===== config.mk =====
export PLATFORM = sky130hd
export DESIGN_NAME = m4i_queue
export DESIGN_NICKNAME = d
export VERILOG_FILES = /design/src/rtl/m4i_pkg.sv /design/src/rtl/m4i_queue.sv
export SDC_FILE = /design/constraint.sdc
export NUM_CORES = 1
export LEC_CHECK = 0
export BUFFER_PORTS_ARGS = -buffer_cell sky130_fd_sc_hd__buf_2
export CORE_AREA = 2 2 395 397
export CTS_CLUSTER_DIAMETER = 40
export CTS_CLUSTER_SIZE = 40
export DETAILED_ROUTE_END_ITERATION = 7
export DIE_AREA = 0 0 397 399
export HOLD_SLACK_MARGIN = 0.05
export PLACE_DENSITY_LB_ADDON = 0.25
export SLEW_MARGIN = 20
export SYNTH_ARGS = -nofsm -noshare
export SYNTH_HDL_FRONTEND = slang
export SYNTH_SLANG_ARGS = --single-unit

===== constraint.sdc =====
create_clock -name clock -period 18.95 [get_ports clock]
set_input_delay 3.79 -clock clock [delete_from_list [all_inputs] [get_ports clock]]
set_output_delay 3.79 -clock clock [all_outputs]
set_load 0.05 [all_outputs]

===== src/rtl/m4i_pkg.sv =====
// ----------------------------------------------------------------------------
// m4i_pkg
// Shared types, widths and permutation tables of the 4x4 matrix inverse core.
// ----------------------------------------------------------------------------
package m4i_pkg;

   localparam int MATRIX_DIM = 4;
   localparam int CELLS      = MATRIX_DIM * MATRIX_DIM;
   localparam int IDX_W      = $clog2(CELLS);
   localparam int FRAC_BITS  = 16;
   localparam int DATA_W     = 32;
   localparam int WIDE_W     = 64;
   localparam int PROD_W     = 2 * WIDE_W;
   localparam int DIV_STEPS  = WIDE_W + FRAC_BITS;
   localparam int DIV_CNT_W  = $clog2(DIV_STEPS);
   localparam int TERMS4     = 24;
   localparam int TERMS3     = 6;

   localparam logic [WIDE_W-1:0] WIDE_MAX = {1'b0, {(WIDE_W-1){1'b1}}};
   localparam logic [WIDE_W-1:0] WIDE_MIN = {1'b1, {(WIDE_W-1){1'b0}}};
   localparam logic [DATA_W-1:0] DATA_MAX = {1'b0, {(DATA_W-1){1'b1}}};
   localparam logic [DATA_W-1:0] DATA_MIN = {1'b1, {(DATA_W-1){1'b0}}};

   typedef logic [CELLS-1:0][DATA_W-1:0] matrix_type;

   typedef struct packed {
      logic                     start;
      logic signed [WIDE_W-1:0] num;
      logic signed [WIDE_W-1:0] den;
   } div_req_type;

   typedef struct packed {
      logic              done;
      logic [DATA_W-1:0] value;
      logic              clip;
   } div_rsp_type;

   // Column position chosen at row d sits in bits [2d+1:2d]; terms are in
   // lexicographic order of the chosen positions.
   localparam logic [TERMS4-1:0][7:0] PERM4 = {
      8'h1B, 8'h4B, 8'h27, 8'h87, 8'h63, 8'h93,
      8'h1E, 8'h4E, 8'h36, 8'hC6, 8'h72, 8'hD2,
      8'h2D, 8'h8D, 8'h39, 8'hC9, 8'hB1, 8'hE1,
      8'h6C, 8'h9C, 8'h78, 8'hD8, 8'hB4, 8'hE4};
   localparam logic [TERMS4-1:0] PERM4_ODD = 24'h666666;

   localparam logic [TERMS3-1:0][7:0] PERM3 = {
      8'h06, 8'h12, 8'h09, 8'h21, 8'h18, 8'h24};
   localparam logic [TERMS3-1:0] PERM3_ODD = 6'b100110;

endpackage


===== src/rtl/m4i_queue.sv =====
// ----------------------------------------------------------------------------
// m4i_queue
// Two-entry queue of matrix snapshots between the loader and the engine.
// ----------------------------------------------------------------------------
module m4i_queue (
   input  logic                clock,
   input  logic                reset,
   input  logic                push,
   input  m4i_pkg::matrix_type push_data,
   output logic                full,
   input  logic                pop,
   output m4i_pkg::matrix_type pop_data,
   output logic                empty
);

   m4i_pkg::matrix_type slot_ff [2];
   logic                wr_ff, wr_in;
   logic                rd_ff, rd_in;
   logic [1:0]          count_ff, count_in;

   assign full     = (count_ff == 2'd2);
   assign empty    = (count_ff == 2'd0);
   assign pop_data = slot_ff[rd_ff];

   always_comb begin
      wr_in    = wr_ff;
      rd_in    = rd_ff;
      count_in = count_ff;
      if (push && !full) begin
         wr_in = !wr_ff;
      end
      if (pop && !empty) begin
         rd_in = !rd_ff;
      end
      if ((push && !full) && !(pop && !empty)) begin
         count_in = count_ff + 2'd1;
      end else if (!(push && !full) && (pop && !empty)) begin
         count_in = count_ff - 2'd1;
      end
   end

   always_ff @(posedge clock) begin
      if (push && !full) begin
         slot_ff[wr_ff] <= push_data;
      end
   end

   always_ff @(posedge clock) begin
      if (reset) begin
         wr_ff    <= 1'b0;
         rd_ff    <= 1'b0;
         count_ff <= 2'd0;
      end else begin
         wr_ff    <= wr_in;
         rd_ff    <= rd_in;
         count_ff <= count_in;
      end
   end

endmodule


==> metrics.md, run 1 <==
| Metric | Value |
|---|---|
| PortBufs | `1029` |
| R2r startpoint | `count_ff[0]` |
| Synth Area in Adders | `0.000335` |
| Clk_lat worst skew | `0.75 ns` |
| Mapped cell area | `37400 um^2` |
| Min-delay src | `wr_ff` |
| Drt wl/cell | `21.3 um` |
| Io pins | `1030` |
| Die Y | `399 um` |
| R2r endpoint | `slot_ff[0][300]` |
| Number of buffers created by CTS | `157` |
| Pwr Total | `8.54 mW` |
| Synth unique cells | `15` |
| Vias in the first global route | `20.2k` |
| Startpoint types | `register` |
| CP most frequent cell | `buf_4` |
| Root Buffer | `clkbuf_16` |
| Worst-Margin Slew | `1.17 ns` |
| Critical path required time | `15.16 ns` |
| R2R depth | `5` |
| Placed instance count | `4651` |
| Post-CTS Resized | `0` |
| Starting density of the core | `0.243` |
| # Post-CTS Setup Buffers | `0` |
| Nets | `3283` |
| P_leak | `18.3 nW` |
| Xor/xnor share of the synthesized area | `0.000703` |
| H-tree levels | `4` |
| CP arrival | `4.87 ns` |
| Hold_buf cts | `0` |
| Initial antenna violation count | `58` |
| Final Hold Vio Count | `0` |
| Flop and latch count out of synthesis | `1029` |
| Core box area | `154000 um^2` |
| CP Max Fanout | `68` |
| CTS tree | `yes` |
| Post-route cell area | `50200 um^2` |
| Cell count after synthesis | `1618` |
| Main combinational cell family by area after synthesis | `multiplexers` |
| R2r setup slk | `15.29 ns` |
| First-pass GRT wire length | `143000 um` |
| Layout area overhead | `34.3%` |
| WS Path Type | `reg2out` |
| Fmax | `116 MHz` |
| Dpl hpwl | `74700 um` |
| Slowest stage delay, CP | `0.78 ns` |
| Most frequent cells in the layout | `buf_2 (1029), edfxtp_1 (1024), mux2_2 (512)` |
| Final ANT Viol Nets | `0` |
| Largest net degree at the start of global routing | `154` |
| Power Dens Cells | `170 nW/um^2` |
| Iter 0 DRT Violations | `950` |
| Sequential-to-total area share from yosys stat | `0.825` |
| Via count | `19.8k` |
| # clock sinks | `1029` |
| Non-filler cells, final | `4956` |
| DP Area | `44600 um^2` |
| Mean post-synth cell area | `23.1 um^2` |
| CP endpoint kind | `output port` |
| Rows | `144` |
| Max_cap viols | `0` |
| Fin crit share | `0.457` |
| Compound-gate portion of the synthesized area | `0.000670` |
| Post-place setup slack | `10.99 ns` |
| Status | `finished clean` |
| WHS Path Cells | `2` |
| Sum Neg Setup Slack | `0 ns` |
| Drt via density | `3.99` |
| Commonest non-fill, non-tap cell in the layout | `buf_2` |
| Simple-gate share of the synthesized area | `0.00117` |
| Share of cells above drive strength 1 | `0.627` |
| Full die area | `158000 um^2` |
| Gr usage total | `0.126` |
| Post-route minimum period | `8.66 ns` |
| Critical Path Slowest Stage Cell | `buf_4` |
| Worst Hold Class | `reg2reg` |
| Setup violators final | `0` |
| Clock buffer depth | `3` |
| DRC viols | `0` |
| Clock skew | `0.0221 ns` |
| Yosys warns | `0` |
| GR Overflow Total | `0` |
| TritonRoute pass-1 iters | `4` |
| Worst-path clk slew | `0.05 ns` |
| Final Wtd Congestion | `0.862` |
| Endpoint, Worst Hold | `wr_ff` |
| Final wirelength | `106000 um` |
| Worst vdd ir | `83.3 uV` |
| Slew Limit Fails | `0` |
| Mux contribution to synthesized area | `0.154` |
| Syn nets | `2135` |
| CP cell instances | `buf_4, buf_4, buf_4, buf_4, mux2_2, buf_2` |
| Die X | `397 um` |
| Final Worst Setup Slack | `10.29 ns` |
| Slew headroom | `0.219` |
| RSZ-0062 raised after global routing | `no` |
==> where the power goes <==
| part | leakage (nW) | internal, mW | switching [mW] |
|---|---|---|---|
| Combinational | 6.08 | 0.665 | 1.97 |
| Sequential | 9.60 | 2.87 | 0.0788 |
| Clock | 2.65 | 1.88 | 1.08 |
==> flip-flops by register name, indices dropped and copies added (netlist names), named ones only <==
name and cells:
wr_ff 1, count_ff 2, rd_ff 1, slot_ff 1024
==> synthesized netlist by cell type (all sizes together) <==
library cell | count | area (um^2)
o21ai | 3 | 15.0
xor2 | 3 | 26.3
ha | 1 | 12.5
or3 | 2 | 12.5
clkbuf | 8 | 110
nor2b | 1 | 6.26
inv | 2 | 7.51
and2 | 1 | 6.26
buf | 49 | 533
nor2 | 5 | 18.8
mux2 | 512 | 5770
dfxtp | 5 | 100
edfxtp | 1024 | 30700
a21oi | 2 | 10.0
==> how the worst max path moves through the flow <==
stage,startpoint,cells after the start,to
6_report,register,6,pop_data[314]
3_5_place_dp,register,6,pop_data[314]
3_3_place_gp,register,6,pop_data[358]
4_1_cts,register,6,pop_data[314]
2_1_floorplan,push,3,slot_ff[1][0]
5_1_grt,register,6,pop_data[452]
==> routing by layer <==
layer | vias to the layer above | routed length [um] | global-route usage
met5 | - | 270 | 0
met4 | 42 | 3070 | 0.0479
met3 | 222 | 11400 | 0.0658
met2 | 834 | 51400 | 0.206
met1 | 9801 | 39500 | 0.139
li1 | 8886 | - | -
==> critical path, delay by kind of cell, from the launching register on <==
family	cells	cell delay [ns]
buffers and inverters	5	2.82
muxes	1	0.42
DFF	1	0.70
==> metrics by stage <==
step	hold WS, ns	util
final	0.499	0.327
after global routing	0.522	0.326
after CTS	0.504	0.326
after detailed placement	0.496	0.290
after global placement	0.481	0.290
after floorplan	0.452	-
==> cell families (layout without fill, tap and decap cells) <==
logic type,count (synthesis),in the layout
mux,512,512
compound gates,5,5
flops,1029,1029
buf+inv,59,1337
fa+ha+maj,1,1
other cells,0,16
xor+xnor,3,3
simple gates,9,9
==> final cells by class <==
cell class / instances / area [um^2]
Tap cell: 2044 / 2560
Sequential cell: 1029 / 30900
Antenna cell: 16 / 40.0
Multi-Input combinational cell: 530 / 5880
Timing Repair Buffer: 1046 / 5340
Clock buffer: 172 / 3990
Fill cell: 14977 / 103000
Inverter: 2 / 15.0
Clock inverter: 117 / 1520
Note: power is estimated with default switching activity, not from simulation.
==> run 2: changes to the inputs <==
==> constraint.sdc (replaced) <==
create_clock -name clock -period 7.4 [get_ports clock]
set_input_delay 1.48 -clock clock [delete_from_list [all_inputs] [get_ports clock]]
set_output_delay 1.48 -clock clock [all_outputs]
set_load 0.05 [all_outputs]
==> run 2 against run 1 <==
- combinational power grew to 2.6 times the previous value
- via count is 0.71% higher
- largest cell class unchanged
- worst hold slack better by 0.014 ns
- count of clock-buffer cells in the layout stayed put
- die area stayed put
- sequential cell count stayed put
- critical path depth is 3 lower
- worst setup slack worse by 7.6 ns
- clock skew is 0.031 ns higher
- register-to-register slack worse by 11 ns
- final area is 0.67% higher
- sequential power grew to 2.5 times the previous value
==> metrics.md, run 2 (synthesis results as in run 1) <==
| Metric | Value |
|---|---|
| Slew Limit Fails | `0 (unchanged)` |
| Critical Path Slowest Stage Cell | `dfxtp_4 (was buf_4)` |
| R2r startpoint | `count_ff[1] (was count_ff[0])` |
| Layout area overhead | `35.2% (was 34.3%)` |
| Post-CTS Resized | `0 (unchanged)` |
| Clock skew | `0.0534 ns (was 0.0221 ns)` |
| CP cell instances | `buf_12, mux2_2, buf_2 (was buf_4, buf_4, buf_4, buf_4, mux2_2, buf_2)` |
| Slew headroom | `0.252 (was 0.219)` |
| PortBufs | `1029 (unchanged)` |
| Biggest regs | `slot_ff: 1024 flops, count_ff: 2 flops (unchanged)` |
| TritonRoute pass-1 iters | `5 (was 4)` |
| Drt wl/cell | `21.3 um (about the same)` |
| Via count | `19.9k (was 19.8k)` |
| Startpoint types | `register (unchanged)` |
| Critical path required time | `5.92 ns (was 15.16 ns)` |
| Largest net degree at the start of global routing | `149 (was 154)` |
| Fin crit share | `0.635` |
| Nets | `3303 (was 3283)` |
| Final wirelength | `106000 um (about the same)` |
| Clk_lat worst skew | `0.78 ns (was 0.75 ns)` |
| # Post-CTS Setup Buffers | `0 (unchanged)` |
| CP bufs+invs | `2 (was 5)` |
| Pwr Total | `22.2 mW (was 8.54 mW)` |
| Filler instances | `15.0k (about the same)` |
| R2R depth | `5 (unchanged)` |
| Dpl hpwl | `75500 um (was 74700 um)` |
| Worst-path clk slew | `0.05 ns (about the same)` |
| # clock sinks | `1029 (unchanged)` |
| Die Y | `399 um (unchanged)` |
| Fmax | `213 MHz` |
| Die X | `397 um (unchanged)` |
| Number of flip-flops in the largest register | `1024 (unchanged)` |
| Initial antenna violation count | `52 (was 58)` |
| Share of cells above drive strength 1 | `0.634 (was 0.627)` |
| Placed instance count | `4667 (was 4651)` |
| Family with the most delay on the worst path | `flip-flops (was buffers and inverters)` |
| GR Overflow Total | `0 (unchanged)` |
| P_leak | `18.5 nW (was 18.3 nW)` |
| Rows | `144 (unchanged)` |
| Starting density of the core | `0.243 (unchanged)` |
| Root Buffer | `clkbuf_16 (unchanged)` |
| H-tree levels | `4 (unchanged)` |
| Worst vdd ir | `344 uV (was 83.3 uV)` |
| First-pass GRT wire length | `145000 um (was 143000 um)` |
| Final Worst Setup Slack | `2.70 ns (was 10.29 ns)` |
| Number of buffers created by CTS | `161 (was 157)` |
| CP Max Fanout | `148 (was 68)` |
| Core box area | `154000 um^2 (unchanged)` |
| Power Dens Cells | `439 nW/um^2 (was 170 nW/um^2)` |
| Iter 0 DRT Violations | `1072 (was 950)` |
| Status | `finished clean (unchanged)` |
| WS Path Type | `reg2out (unchanged)` |
| Most frequent cells in the layout | `buf_2 (1029), edfxtp_1 (1024), mux2_2 (512) (unchanged)` |
| Final Wtd Congestion | `0.856 (was 0.862)` |
| Gr usage total | `0.128 (was 0.126)` |
| CP endpoint kind | `output port (unchanged)` |
| Worst-Margin Slew | `1.12 ns (was 1.17 ns)` |
| Final ANT Viol Nets | `0 (unchanged)` |
| Commonest non-fill, non-tap cell in the layout | `buf_2 (unchanged)` |
| CP Depth | `3 (was 6)` |
| WHS Path Cells | `2 (unchanged)` |
| Final Hold Vio Count | `0 (unchanged)` |
| Drt via density | `4.00 (was 3.99)` |
| Hold_buf cts | `0 (unchanged)` |
| Worst Hold Class | `reg2reg (unchanged)` |
| CTS tree | `yes (unchanged)` |
| Slowest stage delay, CP | `0.81 ns (was 0.78 ns)` |
| Post-place setup slack | `3.40 ns (was 10.99 ns)` |
| Clock buffer depth | `3 (unchanged)` |
| CP arrival | `3.22 ns (was 4.87 ns)` |
| Non-filler cells, final | `4983 (was 4956)` |
| Max_cap viols | `0 (unchanged)` |
| Io pins | `1030 (unchanged)` |
| Post-route minimum period | `4.70 ns` |
| RSZ-0062 raised after global routing | `no (unchanged)` |
| Top reg by flops | `slot_ff (unchanged)` |
| Min-delay src | `count_ff[1] (was wr_ff)` |
| Setup violators final | `0 (unchanged)` |
| Vias in the first global route | `20.6k (was 20.2k)` |
| DRC viols | `0 (unchanged)` |
| Full die area | `158000 um^2 (unchanged)` |
==> run 2: worst paths after layout <==
check | to | slack [ns]
worst max-delay path | pop_data[353] | 2.70
worst min-delay path | count_ff[1] | 0.51
worst max register to register | slot_ff[0][441] | 4.56
worst min register to register | count_ff[1] | 0.51
==> run 2: routing by layer <==
layer	track usage	vias to the layer above	routed length [um]
met5	0	-	233
met4	0.0454	40	2540
met3	0.0582	202	10600
met2	0.218	793	53700
met1	0.139	9966	39200
li1	-	8924	-
==> run 2: area by class of cell <==
type                    count  area, um^2  area share
diodes                     16        40.0    0.000792
clock buffers             172        4090      0.0810
clock inverters           128        1580      0.0312
multi-input cells         530        5880       0.116
inverters                   2        23.8    0.000471
well taps                2044        2560      0.0506
repair buffers           1062        5500       0.109
flip-flops and latches   1029       30900       0.611
==> run 2: where the power goes <==
part | switching (mW) | leakage, nW | internal [mW]
combinational | 5.16 | 6.17 | 1.75
clock | 2.88 | 2.75 | 4.87
sequential | 0.175 | 9.60 | 7.33
total | 8.22 | 18.5 | 13.9
==> run 2: worst register-to-register path: stages (launching register included) <==
cell and delay [ns]:
dfxtp_1 0.37, nor2b_1 0.29, or3_4 0.20, clkinvlp_4 0.58, buf_12 0.45, buf_12 0.29
==> run 2: per-stage QoR <==
stage	TNS, ns	util	cell area (um^2)	hold slack, ns
4_1_cts	0	0.328	50500	0.510
5_1_grt	0	0.329	50500	0.551
2_1_floorplan	-1185.84	-	37400	0.461
6_report	0	0.329	50500	0.513
3_3_place_gp	0	0.292	44800	0.485
3_5_place_dp	0	0.292	44800	0.499
==> run 3: changes to the inputs <==
==> constraint.sdc (replaced) <==
create_clock -name clock -period 3.8 [get_ports clock]
set_input_delay 0.76 -clock clock [delete_from_list [all_inputs] [get_ports clock]]
set_output_delay 0.76 -clock clock [all_outputs]
set_load 0.05 [all_outputs]
==> run 3 against run 2 <==
- core utilization increased by 0.19 points
- first-iteration DRC count decreased by 10%
- clock skew decreased by 0.0076 ns
- non-clock buffer count increased by 29
- sequential power increased by 95%
- combinational power increased by 97%
- via count increased by 0.48%
- critical endpoint is now pop_data[414]
- largest power group unchanged
==> metrics.md, run 3 (synthesis results as in run 1) <==
| Metric | Value |
|---|---|
| Number of flip-flops in the largest register | `1024 (unchanged)` |
| Setup violators final | `0 (unchanged)` |
| Root Buffer | `clkbuf_16 (unchanged)` |
| H-tree levels | `4 (unchanged)` |
| Post-CTS Resized | `0 (unchanged)` |
| Worst-path clk slew | `0.06 ns (was 0.05 ns)` |
| Post-place setup slack | `1.16 ns (was 3.40 ns)` |
| Layout area overhead | `36.0% (was 35.2%)` |
| Core box area | `154000 um^2 (unchanged)` |
| CP arrival | `2.61 ns (was 3.22 ns)` |
| Die X | `397 um (unchanged)` |
| Slew Limit Fails | `0 (unchanged)` |
| Final ANT Viol Nets | `0 (unchanged)` |
| Fmax | `296 MHz` |
| WL met1 | `41100 um (was 39200 um)` |
| Most frequent cells in the layout | `buf_2 (1029), edfxtp_1 (1024), mux2_2 (512) (unchanged)` |
| Commonest non-fill, non-tap cell in the layout | `buf_2 (unchanged)` |
| Gr usage total | `0.132 (was 0.128)` |
| Fin crit share | `0.888` |
| Final Worst Setup Slack | `0.426 ns (was 2.70 ns)` |
| Io pins | `1030 (unchanged)` |
| Rows | `144 (unchanged)` |
| Iter 0 DRT Violations | `961 (was 1072)` |
| DRC viols | `0 (unchanged)` |
| Clock buffer depth | `3 (unchanged)` |
| GR Overflow Total | `0 (unchanged)` |
| Via count | `20.0k (was 19.9k)` |
| Status | `finished clean (unchanged)` |
| Power Dens Cells | `845 nW/um^2 (was 439 nW/um^2)` |
| Filler instances | `15.0k (about the same)` |
| CP Max Fanout | `63 (was 148)` |
| Largest net degree at the start of global routing | `86 (was 149)` |
| Highest routed layer | `met5 (unchanged)` |
| Worst-Margin Slew | `0.663 ns (was 1.12 ns)` |
| Drt via density | `4.00 (about the same)` |
| Startpoint types | `register (unchanged)` |
| # Post-CTS Setup Buffers | `0 (unchanged)` |
| Hold_buf cts | `0 (unchanged)` |
| WS Path Type | `reg2out (unchanged)` |
| Clk_lat worst skew | `0.77 ns (was 0.78 ns)` |
| First-pass GRT wire length | `150000 um (was 145000 um)` |
| Worst Hold Class | `in2reg (was reg2reg)` |
| Die Y | `399 um (unchanged)` |
| Post-route minimum period | `3.37 ns` |
| Worst vdd ir | `474 uV (was 344 uV)` |
| RSZ-0062 raised after global routing | `no (unchanged)` |
| Routed length on met3 | `11500 um (was 10600 um)` |
| CTS tree | `yes (unchanged)` |
| Number of buffers created by CTS | `158 (was 161)` |
| # clock sinks | `1029 (unchanged)` |
| Starting density of the core | `0.243 (unchanged)` |
| Final Wtd Congestion | `0.864 (was 0.856)` |
| Max_cap viols | `0 (unchanged)` |
| PortBufs | `1029 (unchanged)` |
| Final Hold Vio Count | `0 (unchanged)` |
| Final wirelength | `110000 um (was 106000 um)` |
| Met2 WL | `54200 um (was 53700 um)` |
| TritonRoute pass-1 iters | `5 (unchanged)` |
| Drt wl/cell | `21.9 um (was 21.3 um)` |
| Clock skew | `0.0458 ns (was 0.0534 ns)` |
| Finished Core Util | `0.331 (was 0.329)` |
| Hold_ws | `0.177 ns (was 0.513 ns)` |
| Top reg by flops | `slot_ff (unchanged)` |
| Share of cells above drive strength 1 | `0.634 (about the same)` |
| Critical path required time | `3.04 ns (was 5.92 ns)` |
| Vias in the first global route | `21.0k (was 20.6k)` |
| Slew headroom | `0.558 (was 0.252)` |
| Nets | `3329 (was 3303)` |
| Initial antenna violation count | `56 (was 52)` |
| Dpl hpwl | `81300 um (was 75500 um)` |
| P_leak | `18.6 nW (was 18.5 nW)` |
| Full die area | `158000 um^2 (unchanged)` |
| Biggest regs | `slot_ff: 1024 flops, count_ff: 2 flops (unchanged)` |
| CP endpoint kind | `output port (unchanged)` |
-- run 3: changes by cell type in the layout (fill, tap and decap cells not counted), sizes merged --
cell	before	now
inv	25	22
clkinv	70	62
clkinvlp	13	16
bufinv	22	20
clkbuf	172	173
diode	16	21
buf	1062	1091
-- run 3: stage by stage --
stage	instance area, um^2	instances	power (mW)	TNS, ns
after detailed placement	45300	4696	28.7	0
final	50800	5008	42.9	0
after global placement	45300	4696	28.7	0
after global routing	50800	4997	44.6	0
after CTS	50800	4987	43.6	0
after floorplan	37400	1618	25.5	-3244.66
-- run 3: area by class of cell --
| cell class | instances | area (um^2) | share of cell area |
|---|---|---|---|
| inverter | 2 | 23.8 | 0.000468 |
| timing repair buffer | 1091 | 5930 | 0.117 |
| clock buffer | 173 | 4070 | 0.0802 |
| clock inverter | 118 | 1440 | 0.0284 |
| antenna | 21 | 52.6 | 0.00103 |
| sequential | 1029 | 30900 | 0.607 |
| multi-input combinational | 530 | 5890 | 0.116 |
| tap | 2044 | 2560 | 0.0503 |
-- run 3: routing by layer --
metal | vias up | track usage
met2 | 840 | 0.219
li1 | 8981 | -
met1 | 9954 | 0.148
met4 | 36 | 0.0493
met5 | - | 0
met3 | 209 | 0.0617
-- run 3: final timing paths --
check                  from               to  slack [ns]  cells past startpoint
max reg2reg     count_ff[0]  slot_ff[1][326]        1.63                      5
min reg2reg     count_ff[1]      count_ff[1]        0.50                      2
min          push_data[468]  slot_ff[1][468]        0.18                      1
max                register    pop_data[414]        0.43                      4
-- run 3: worst max-delay path, stage by stage, from the launching register on --
cell	delay, ns
dfxtp_4	0.56
buf_12	0.27
buf_12	0.32
mux2_2	0.39
buf_2	0.21
-- run 3: power by group --
part           switching (mW)  internal [mW]  leakage, nW
Clock                    5.44           9.25         2.64
Sequential              0.366           14.3         9.60
Combinational            10.0           3.58         6.38
Total                    15.8           27.1         18.6
